### src/hw/rtl/rsnh_pkg.sv
package rsnh_pkg;

  localparam int CMD_W   = 1;
  localparam int INDEX_W = 4;
  localparam int CFG_W   = 5;
  localparam int DIST_W  = 28;

  localparam logic [CMD_W-1:0] CMD_LOAD = 1'b0;
  localparam logic [CMD_W-1:0] CMD_CAST = 1'b1;

  localparam logic [CFG_W-1:0]  ACTIVE_RESET = 5'd9;
  localparam logic [DIST_W-1:0] DIST_MAX     = {DIST_W{1'b1}};

endpackage

### src/hw/rtl/rsnh_table.sv
module rsnh_table #(
  parameter int DEPTH  = 16,
  parameter int DATA_W = 52
) (
  input  logic                                      clk_i,
  input  logic                                      wr_en_i,
  input  logic [((DEPTH > 1) ? $clog2(DEPTH) : 1)-1:0] wr_addr_i,
  input  logic [DATA_W-1:0]                         wr_data_i,
  input  logic                                      rd_en_i,
  input  logic [((DEPTH > 1) ? $clog2(DEPTH) : 1)-1:0] rd_addr_i,
  output logic [DATA_W-1:0]                         rd_data_o
);

  logic [DATA_W-1:0] mem [DEPTH];
  logic [DATA_W-1:0] rd_data_q;

  always_ff @(posedge clk_i) begin
    if (wr_en_i) begin
      mem[wr_addr_i] <= wr_data_i;
    end
    if (rd_en_i) begin
      rd_data_q <= mem[rd_addr_i];
    end
  end

  assign rd_data_o = rd_data_q;

endmodule

### src/hw/rtl/rsnh_round.sv
// round_half_away(p + d * tn / den), 0 <= tn <= den, den > 0
// one quotient bit per cycle, then a fix-up step and a rounding step
module rsnh_round #(
  parameter int COORD_BITS = 13
) (
  input  logic                          clk_i,
  input  logic                          rst_ni,
  input  logic                          start_i,
  input  logic signed [COORD_BITS-1:0]  p_i,
  input  logic signed [COORD_BITS:0]    d_i,
  input  logic [2*COORD_BITS+2:0]       tn_i,
  input  logic [2*COORD_BITS+2:0]       den_i,
  output logic                          done_o,
  output logic signed [COORD_BITS-1:0]  res_o
);

  localparam int CP = COORD_BITS + 1;
  localparam int DW = 2 * COORD_BITS + 3;
  localparam int RW = DW + 1;
  localparam int BW = COORD_BITS + 2;
  localparam int KW = $clog2(COORD_BITS + 1);

  localparam logic [1:0] D_IDLE = 2'd0;
  localparam logic [1:0] D_RUN  = 2'd1;
  localparam logic [1:0] D_FIX  = 2'd2;
  localparam logic [1:0] D_RND  = 2'd3;

  logic [1:0]                   state_q, state_d;
  logic [KW-1:0]                k_q;
  logic [CP-1:0]                a_q;
  logic                         neg_q;
  logic signed [COORD_BITS-1:0] p_q;
  logic [DW-1:0]                tn_q, den_q;
  logic [CP-1:0]                q_q;
  logic [DW-1:0]                r_q;
  logic signed [BW-1:0]         base_q;
  logic                         done_q;
  logic signed [COORD_BITS-1:0] res_q;

  logic [RW-1:0]        r2, r2_m1, r2_m2, den_x1, den_x2;
  logic [CP-1:0]        q_next;
  logic [DW-1:0]        r_next;
  logic signed [BW-1:0] q_s, base_fix;
  logic [RW-1:0]        r_dbl;
  logic                 up;

  always_comb begin
    den_x1 = RW'(den_q);
    den_x2 = {den_q, 1'b0};
    r2     = {r_q, 1'b0} + (a_q[k_q] ? RW'(tn_q) : '0);
    r2_m1  = r2 - den_x1;
    r2_m2  = r2 - den_x2;
    if (r2 >= den_x2) begin
      r_next = r2_m2[DW-1:0];
      q_next = {q_q[CP-2:0], 1'b0} + CP'(2);
    end else if (r2 >= den_x1) begin
      r_next = r2_m1[DW-1:0];
      q_next = {q_q[CP-2:0], 1'b0} + CP'(1);
    end else begin
      r_next = r2[DW-1:0];
      q_next = {q_q[CP-2:0], 1'b0};
    end
    q_s = $signed({1'b0, q_q});
    if (neg_q) begin
      base_fix = BW'(p_q) - q_s - ((r_q != '0) ? BW'(1) : BW'(0));
    end else begin
      base_fix = BW'(p_q) + q_s;
    end
    r_dbl = {r_q, 1'b0};
    up    = (base_q >= 0) ? (r_dbl >= den_x1) : (r_dbl > den_x1);
  end

  always_comb begin
    state_d = state_q;
    unique case (state_q)
      D_IDLE:  if (start_i) state_d = D_RUN;
      D_RUN:   if (k_q == '0) state_d = D_FIX;
      D_FIX:   state_d = D_RND;
      D_RND:   state_d = D_IDLE;
      default: state_d = D_IDLE;
    endcase
  end

  always_ff @(posedge clk_i or negedge rst_ni) begin
    if (!rst_ni) begin
      state_q <= D_IDLE;
      done_q  <= 1'b0;
    end else begin
      state_q <= state_d;
      done_q  <= (state_q == D_RND);
    end
  end

  always_ff @(posedge clk_i) begin
    case (state_q)
      D_IDLE: begin
        if (start_i) begin
          a_q   <= d_i[CP-1] ? CP'(-d_i) : CP'(d_i);
          neg_q <= d_i[CP-1];
          p_q   <= p_i;
          tn_q  <= tn_i;
          den_q <= den_i;
          q_q   <= '0;
          r_q   <= '0;
          k_q   <= KW'(COORD_BITS);
        end
      end
      D_RUN: begin
        q_q <= q_next;
        r_q <= r_next;
        k_q <= k_q - KW'(1);
      end
      D_FIX: begin
        base_q <= base_fix;
        if (neg_q && r_q != '0) begin
          r_q <= den_q - r_q;
        end
      end
      D_RND: begin
        res_q <= COORD_BITS'(base_q + (up ? BW'(1) : BW'(0)));
      end
      default: ;
    endcase
  end

  assign done_o = done_q;
  assign res_o  = res_q;

endmodule

### src/hw/rtl/ray_segment_nearest_hit_top.sv
// Nearest-hit ray caster over a table of wall segments. A load item (command 0)
// writes one segment into the table and gives no result; a load whose index
// is not below MAX_SEGMENTS is dropped. A cast item (command 1) tests the ray
// from (first_x, first_y) to (second_x, second_y) against entries
// 0 .. min(active_segments, MAX_SEGMENTS)-1 and returns one result: the
// nearest crossing, rounded half away from zero, with its squared distance
// (saturating at 2^28-1), or the ray end with hit clear. On equal distance
// the lower entry wins. Entries must be loaded before a cast reads them.
// Each test runs six products through one shared multiplier, and each
// crossing runs the serial rounding divider once per axis. Items are taken
// one at a time; a finished result sits in the output register while the
// next item is accepted.
module ray_segment_nearest_hit_top #(
  parameter int MAX_SEGMENTS = 16,
  parameter int COORD_BITS   = 13
) (
  input  logic                          clk_i,
  input  logic                          rst_ni,
  input  logic                          cfg_valid_i,
  output logic                          cfg_ready_o,
  input  logic [rsnh_pkg::CFG_W-1:0]    active_segments_i,
  input  logic                          in_valid_i,
  output logic                          in_ready_o,
  input  logic [rsnh_pkg::CMD_W-1:0]    command_i,
  input  logic [rsnh_pkg::INDEX_W-1:0]  segment_index_i,
  input  logic signed [COORD_BITS-1:0]  first_x_i,
  input  logic signed [COORD_BITS-1:0]  first_y_i,
  input  logic signed [COORD_BITS-1:0]  second_x_i,
  input  logic signed [COORD_BITS-1:0]  second_y_i,
  output logic                          out_valid_o,
  input  logic                          out_ready_i,
  output logic                          hit_o,
  output logic signed [COORD_BITS-1:0]  point_x_o,
  output logic signed [COORD_BITS-1:0]  point_y_o,
  output logic [rsnh_pkg::DIST_W-1:0]   square_distance_o
);

  import rsnh_pkg::*;

  localparam int C   = COORD_BITS;
  localparam int CP  = C + 1;
  localparam int PW  = 2 * C + 2;
  localparam int DW  = 2 * C + 3;
  localparam int DSW = 2 * C + 1;
  localparam int SW  = (DSW > DIST_W) ? DSW : DIST_W;
  localparam int IW  = (MAX_SEGMENTS > 1) ? $clog2(MAX_SEGMENTS) : 1;
  localparam int NW  = $clog2(MAX_SEGMENTS + 1);
  localparam int EW  = 4 * C;

  localparam logic [3:0] S_IDLE = 4'd0;
  localparam logic [3:0] S_READ = 4'd1;
  localparam logic [3:0] S_MUL  = 4'd2;
  localparam logic [3:0] S_FIX  = 4'd3;
  localparam logic [3:0] S_TEST = 4'd4;
  localparam logic [3:0] S_DXGO = 4'd5;
  localparam logic [3:0] S_DXW  = 4'd6;
  localparam logic [3:0] S_DYGO = 4'd7;
  localparam logic [3:0] S_DYW  = 4'd8;
  localparam logic [3:0] S_SQ   = 4'd9;
  localparam logic [3:0] S_CMP  = 4'd10;
  localparam logic [3:0] S_DONE = 4'd11;

  logic [3:0]           state_q, state_d;
  logic [CFG_W-1:0]     active_q;
  logic [NW-1:0]        cnt_q, i_q;
  logic [2:0]           m_q;
  logic signed [C-1:0]  x1_q, y1_q, x2_q, y2_q;
  logic signed [C-1:0]  px_q, py_q, bx_q, by_q;
  logic signed [PW-1:0] prod_q;
  logic signed [DW-1:0] den_q, tn_q, un_q;
  logic [DSW-1:0]       dist_q, best_q;
  logic                 found_q;
  logic                 out_valid_q, hit_q;
  logic signed [C-1:0]  out_x_q, out_y_q;
  logic [DIST_W-1:0]    out_d_q;

  logic                 accept, load_ok, out_free, div_done;
  logic [EW-1:0]        rd_data;
  logic signed [C-1:0]  x3, y3, x4, y4, div_res;
  logic signed [CP-1:0] dx12, dy12, dx34, dy34, dx13, dy13, ex, ey;
  logic signed [CP-1:0] mul_a, mul_b, div_d;
  logic signed [C-1:0]  div_p;
  logic                 reject;
  logic [SW-1:0]        best_ext;
  logic [DIST_W-1:0]    dist_sat;
  logic [31:0]          active_ext;

  assign cfg_ready_o = 1'b1;
  assign in_ready_o  = (state_q == S_IDLE);
  assign accept      = in_valid_i && in_ready_o;
  assign load_ok     = (32'(segment_index_i) < 32'(MAX_SEGMENTS));
  assign out_free    = !out_valid_q || out_ready_i;
  assign active_ext  = 32'(active_q);

  rsnh_table #(
    .DEPTH (MAX_SEGMENTS),
    .DATA_W(EW)
  ) u_table (
    .clk_i    (clk_i),
    .wr_en_i  (accept && command_i == CMD_LOAD && load_ok),
    .wr_addr_i(IW'(segment_index_i)),
    .wr_data_i({first_x_i, first_y_i, second_x_i, second_y_i}),
    .rd_en_i  (state_q == S_READ),
    .rd_addr_i(IW'(i_q)),
    .rd_data_o(rd_data)
  );

  assign x3 = rd_data[4*C-1:3*C];
  assign y3 = rd_data[3*C-1:2*C];
  assign x4 = rd_data[2*C-1:C];
  assign y4 = rd_data[C-1:0];

  always_comb begin
    dx12 = CP'(x1_q) - CP'(x2_q);
    dy12 = CP'(y1_q) - CP'(y2_q);
    dx34 = CP'(x3) - CP'(x4);
    dy34 = CP'(y3) - CP'(y4);
    dx13 = CP'(x1_q) - CP'(x3);
    dy13 = CP'(y1_q) - CP'(y3);
    ex   = CP'(px_q) - CP'(x1_q);
    ey   = CP'(py_q) - CP'(y1_q);
  end

  // one shared multiplier, operands picked by phase
  always_comb begin
    mul_a = ex;
    mul_b = ex;
    if (state_q == S_MUL) begin
      case (m_q)
        3'd0:    begin mul_a = dx12; mul_b = dy34; end
        3'd1:    begin mul_a = dy12; mul_b = dx34; end
        3'd2:    begin mul_a = dx13; mul_b = dy34; end
        3'd3:    begin mul_a = dy13; mul_b = dx34; end
        3'd4:    begin mul_a = dy12; mul_b = dx13; end
        default: begin mul_a = dx12; mul_b = dy13; end
      endcase
    end else if (m_q != 3'd0) begin
      mul_a = ey;
      mul_b = ey;
    end
  end

  assign div_p = (state_q == S_DXGO) ? x1_q : y1_q;
  assign div_d = (state_q == S_DXGO) ? (CP'(x2_q) - CP'(x1_q)) : (CP'(y2_q) - CP'(y1_q));

  rsnh_round #(
    .COORD_BITS(COORD_BITS)
  ) u_round (
    .clk_i  (clk_i),
    .rst_ni (rst_ni),
    .start_i(state_q == S_DXGO || state_q == S_DYGO),
    .p_i    (div_p),
    .d_i    (div_d),
    .tn_i   (tn_q),
    .den_i  (den_q),
    .done_o (div_done),
    .res_o  (div_res)
  );

  assign reject = (tn_q < 0) || (tn_q > den_q) || (un_q < 0) || (un_q > den_q);

  assign best_ext = SW'(best_q);
  assign dist_sat = (best_ext > SW'(DIST_MAX)) ? DIST_MAX : best_ext[DIST_W-1:0];

  always_comb begin
    state_d = state_q;
    unique case (state_q)
      S_IDLE:  if (accept && command_i == CMD_CAST) state_d = S_READ;
      S_READ:  state_d = (i_q == cnt_q) ? S_DONE : S_MUL;
      S_MUL:   if (m_q == 3'd6) state_d = S_FIX;
      S_FIX:   state_d = (den_q == '0) ? S_READ : S_TEST;
      S_TEST:  state_d = reject ? S_READ : S_DXGO;
      S_DXGO:  state_d = S_DXW;
      S_DXW:   if (div_done) state_d = S_DYGO;
      S_DYGO:  state_d = S_DYW;
      S_DYW:   if (div_done) state_d = S_SQ;
      S_SQ:    if (m_q == 3'd2) state_d = S_CMP;
      S_CMP:   state_d = S_READ;
      S_DONE:  if (out_free) state_d = S_IDLE;
      default: state_d = S_IDLE;
    endcase
  end

  always_ff @(posedge clk_i or negedge rst_ni) begin
    if (!rst_ni) begin
      state_q     <= S_IDLE;
      active_q    <= ACTIVE_RESET;
      out_valid_q <= 1'b0;
      m_q         <= '0;
      i_q         <= '0;
      cnt_q       <= '0;
      found_q     <= 1'b0;
    end else begin
      state_q <= state_d;
      if (cfg_valid_i && cfg_ready_o) begin
        active_q <= active_segments_i;
      end
      if (state_q == S_DONE && out_free) begin
        out_valid_q <= 1'b1;
      end else if (out_ready_i) begin
        out_valid_q <= 1'b0;
      end
      if ((state_q == S_MUL && m_q != 3'd6) || (state_q == S_SQ && m_q != 3'd2)) begin
        m_q <= m_q + 3'd1;
      end else begin
        m_q <= '0;
      end
      if (state_q == S_IDLE) begin
        i_q     <= '0;
        found_q <= 1'b0;
        cnt_q   <= (active_ext > 32'(MAX_SEGMENTS)) ? NW'(MAX_SEGMENTS) : NW'(active_q);
      end else if (state_q == S_READ && i_q != cnt_q) begin
        i_q <= i_q + NW'(1);
      end
      if (state_q == S_CMP && (!found_q || dist_q < best_q)) begin
        found_q <= 1'b1;
      end
    end
  end

  always_ff @(posedge clk_i) begin
    prod_q <= mul_a * mul_b;
    if (accept) begin
      x1_q <= first_x_i;
      y1_q <= first_y_i;
      x2_q <= second_x_i;
      y2_q <= second_y_i;
    end
    if (state_q == S_MUL) begin
      case (m_q)
        3'd1:    den_q <= DW'(prod_q);
        3'd2:    den_q <= den_q - DW'(prod_q);
        3'd3:    tn_q  <= DW'(prod_q);
        3'd4:    tn_q  <= tn_q - DW'(prod_q);
        3'd5:    un_q  <= DW'(prod_q);
        3'd6:    un_q  <= un_q - DW'(prod_q);
        default: ;
      endcase
    end
    // fold the sign of the denominator into both numerators
    if (state_q == S_FIX && den_q < 0) begin
      den_q <= -den_q;
      tn_q  <= -tn_q;
      un_q  <= -un_q;
    end
    if (state_q == S_DXW && div_done) begin
      px_q <= div_res;
    end
    if (state_q == S_DYW && div_done) begin
      py_q <= div_res;
    end
    if (state_q == S_SQ) begin
      if (m_q == 3'd1) begin
        dist_q <= DSW'(prod_q);
      end else if (m_q == 3'd2) begin
        dist_q <= dist_q + DSW'(prod_q);
      end
    end
    if (state_q == S_CMP && (!found_q || dist_q < best_q)) begin
      best_q <= dist_q;
      bx_q   <= px_q;
      by_q   <= py_q;
    end
    if (state_q == S_DONE && out_free) begin
      hit_q   <= found_q;
      out_x_q <= found_q ? bx_q : x2_q;
      out_y_q <= found_q ? by_q : y2_q;
      out_d_q <= found_q ? dist_sat : '0;
    end
  end

  assign out_valid_o       = out_valid_q;
  assign hit_o             = hit_q;
  assign point_x_o         = out_x_q;
  assign point_y_o         = out_y_q;
  assign square_distance_o = out_d_q;

endmodule
### config.mk
export PLATFORM = sky130hd
export DESIGN_NAME = ray_segment_nearest_hit_top
export DESIGN_NICKNAME = d
export VERILOG_FILES = /design/src/hw/rtl/rsnh_pkg.sv /design/src/hw/rtl/rsnh_table.sv /design/src/hw/rtl/rsnh_round.sv /design/src/hw/rtl/ray_segment_nearest_hit_top.sv
export SDC_FILE = /design/constraint.sdc
export NUM_CORES = 2
export LEC_CHECK = 0
export BUFFER_PORTS_ARGS = -buffer_cell sky130_fd_sc_hd__buf_2
export CAP_MARGIN = 40
export CORE_ASPECT_RATIO = 1.4
export CORE_MARGIN = 4
export CORE_UTILIZATION = 60
export CTS_BUF_LIST = sky130_fd_sc_hd__clkbuf_2 sky130_fd_sc_hd__clkbuf_4 sky130_fd_sc_hd__clkbuf_8
export DETAILED_ROUTE_END_ITERATION = 6
export PLACE_DENSITY = 0.76
export SETUP_SLACK_MARGIN = 0.3
export SKIP_LAST_GASP = 1
export SYNTH_ARGS = -nofsm -noshare
export SYNTH_HDL_FRONTEND = slang
export SYNTH_SLANG_ARGS = --single-unit
### constraint.sdc
create_clock -name clk_i -period 16.6 [get_ports clk_i]
set_clock_uncertainty 0.2 [all_clocks]
set_input_delay 1.66 -clock clk_i [delete_from_list [all_inputs] [get_ports clk_i]]
set_output_delay 1.66 -clock clk_i [all_outputs]
set_load 0.03 [all_outputs]
==> metrics <==
largest net degree at the start of global routing 95; Synth Cell Area 84000 µm²; Post-DP HPWL 183000 µm; violated checks DRC; ys async rst share 1.93%; Finished Layout Cells 9074; CTS clk-pin slew, worst paths 0.09 ns; antenna-violating nets left 0; share of cells above drive strength 1 13.0%; placed insts 8682; most common cell after layout, fill and taps aside edfxtp_1; Setup CP Type reg -> reg; period utilization 59.1%; most frequent cells in the layout edfxtp_1, inv_1, ha_1; area of the die 146000 µm²; vias 57800; RSZ-0062 raised after global routing no; worst rel slew slack 27.1%; worst r2r src m_q[2]$_DFF_PN0_; worst slew pin tran 1.09 ns; CP endpoint prod_q[26]$_DFF_P_; setup violators final 0; Starting DRT DRC Count 5065; worst r2r path cells 31; Root Driver clkbuf_8; TritonCTS clock tree yes; Yosys reg bits 1398; die height 451 µm; FP Rows 162; Fill cells 10300; maximum VDD drop 0.115 mV; H-tree levels 4; # hold bufs at CTS 0; fin crit period 9.81 ns; Worst EP required 17.31 ns; Pwr per Cell Area 73.8 nW/µm²; reg-to-reg endpoint prod_q[26]$_DFF_P_; Seq/Total Area, Yosys 49.5%; Worst path slowest cell nor2_1; port buffer count 122; routability cong. 1.02; Final Hold Viols 0; status finished, violations left; cts bufs inserted 204; Syn. warnings 0; cells after synthesis 6875; Crit Path Max Fanout 13; first-pass GRT wire length 367000 µm; IO Count 125; Crit. End Element register; DRC violations left 1; Startpoint Class register; syn nets 7749; number of synthesized flops with an enable pin 1343; Post-CTS Setup Repair Bufs 0; final setup TNS 0 ns; leak pwr 34.9 nW; most frequent CP cell inv_1; CTS Buffer Depth 3; CP Launch Point m_q[2]$_DFF_PN0_; grt ovf 0; WHS 0.266 ns; DR pass1 iterations 7; Layout Nets 7959; Total GRT Usage 34.2%; final core occ 65.7%; initial antenna violation count 13; DR WL/cell 27.3 µm; post-synth cell types 109; Fmax 0.102 GHz; core area 139000 µm²; max-cap violations 0; synth-to-layout area growth 8.92%; Die Wd 324 µm; post-cts sizing count 0; Hold Crit Class reg -> reg; Critical Path Max Stage Delay 0.74 ns; DR vias/cell 6.37; Top FF cell, synth edfxtp_1; syn_area_per_cell 12.2 µm²; number of global-route vias before repair 58700; Slew Viols, Final 0; critical path arrival 10.51 ns; Skew-Pair Late Insertion Delay 0.98 ns; Detailed Route WL 247000 µm; Sink Count 1398; R2R Setup Slk 6.79 ns; Initial Utilization 60.3%
==> registers in the layout, indices dropped and copies added (netlist names), 14 cells and up <==
signal and flops:
u_table.mem 832, u_round.a_q 14, u_round.tn_q 29, square_distance_o 27, dist_q 27, best_q 27, prod_q 28, un_q 29
tn_q 29, den_q 29, u_table.rd_data_o 52, u_round.q_q 14, u_round.den_q 29, u_round.r_q 29, u_round.base_q 14
==> stage by stage <==
stage	power, mW	setup slack, ns	cell area (µm²)
after floorplan	3.92	8.17	84000
after global placement	3.96	6.92	86800
after detailed placement	3.97	6.88	87200
after CTS	6.79	6.88	91400
after global routing	6.97	6.31	91400
final	6.75	6.79	91500
==> routing by layer <==
metal	track usage, %	up-vias	wire (µm)
met3	4.78	829	15500
met4	25.8	8	22500
met2	58.7	2533	124000
met1	38.7	28500	85300
li1	-	25900	-
met5	0	-	49
==> synth_stat cells, types with 122 or more instances <==
| master | number | area [µm²] |
|---|---|---|
| ha_1 | 590 | 7380 |
| a21o_1 | 146 | 1100 |
| o21ai_0 | 311 | 1560 |
| nand3_1 | 123 | 616 |
| nand2_1 | 471 | 1770 |
| xnor2_1 | 278 | 2430 |
| clkbuf_1 | 169 | 634 |
| nor3_1 | 122 | 611 |
| fa_1 | 217 | 4340 |
| nor2_1 | 413 | 1550 |
| edfxtp_1 | 1343 | 40300 |
| mux4_2 | 263 | 5920 |
| inv_1 | 607 | 2280 |
| a21oi_1 | 399 | 2000 |
| xor2_1 | 142 | 1240 |
==> cell families (layout without fill, tap and decap cells) <==
family	after synthesis	in the layout	synth area share, %
buffers and inverters	828	1214	3.75
multiplexers	306	306	7.58
flip-flops	1398	1398	49.5
other	2	11	0.00894
adder cells (fa/ha/maj)	807	807	14.0
AO/OA/AOI/OAI	1427	1427	11.0
AND/OR/NAND/NOR	1687	1687	9.80
XOR/XNOR	420	420	4.38
==> power by group <==
group / total, mW / internal, mW / switching (mW) / leakage [nW]
clock network: 2.86 / 1.45 / 1.41 / 2.22
registers: 3.84 / 3.84 / 0.000914 / 12.5
logic: 0.0475 / 0.00774 / 0.0397 / 20.2
total: 6.75 / 5.30 / 1.45 / 34.9
==> final cells by class <==
type | instances | area (µm²) | area share [%]
Tap cell | 1804 | 2260 | 2.47
Clock inverter | 122 | 946 | 1.03
Timing Repair Buffer | 225 | 1630 | 1.78
Multi-Input combinational cell | 4649 | 39500 | 43.2
Sequential cell | 1398 | 41600 | 45.5
Clock buffer | 260 | 3270 | 3.58
Antenna cell | 9 | 22.5 | 0.0246
Inverter | 607 | 2280 | 2.49
==> how the worst min path moves through the flow <==
| stage | start | end | slack [ns] | cells past startpoint |
|---|---|---|---|---|
| global placement | py_q[0]$_DFFE_PP_ | by_q[0]$_DFFE_PP_ | 0.24 | 0 |
| CTS | py_q[0]$_DFFE_PP_ | by_q[0]$_DFFE_PP_ | 0.26 | 0 |
| global route | py_q[0]$_DFFE_PP_ | by_q[0]$_DFFE_PP_ | 0.27 | 0 |
| detailed placement | py_q[10]$_DFFE_PP_ | by_q[10]$_DFFE_PP_ | 0.25 | 0 |
| floorplan | u_round.res_o[0]$_DFFE_PP_ | px_q[0]$_DFFE_PP_ | 0.22 | 0 |
| finish | py_q[0]$_DFFE_PP_ | by_q[0]$_DFFE_PP_ | 0.27 | 0 |
==> worst max-delay path: cells and delay by family, from the launching register on <==
kind | cells | cell delay [ns]
adders and majority gates | 8 | 3.62
AOI/OAI and AO/OA | 9 | 2.42
and+or+nand+nor | 6 | 2.04
buffers and inverters | 7 | 0.77
DFF | 1 | 0.58
xor gates and xnor gates | 1 | 0.13
Note: power is estimated with default switching activity, not from simulation.
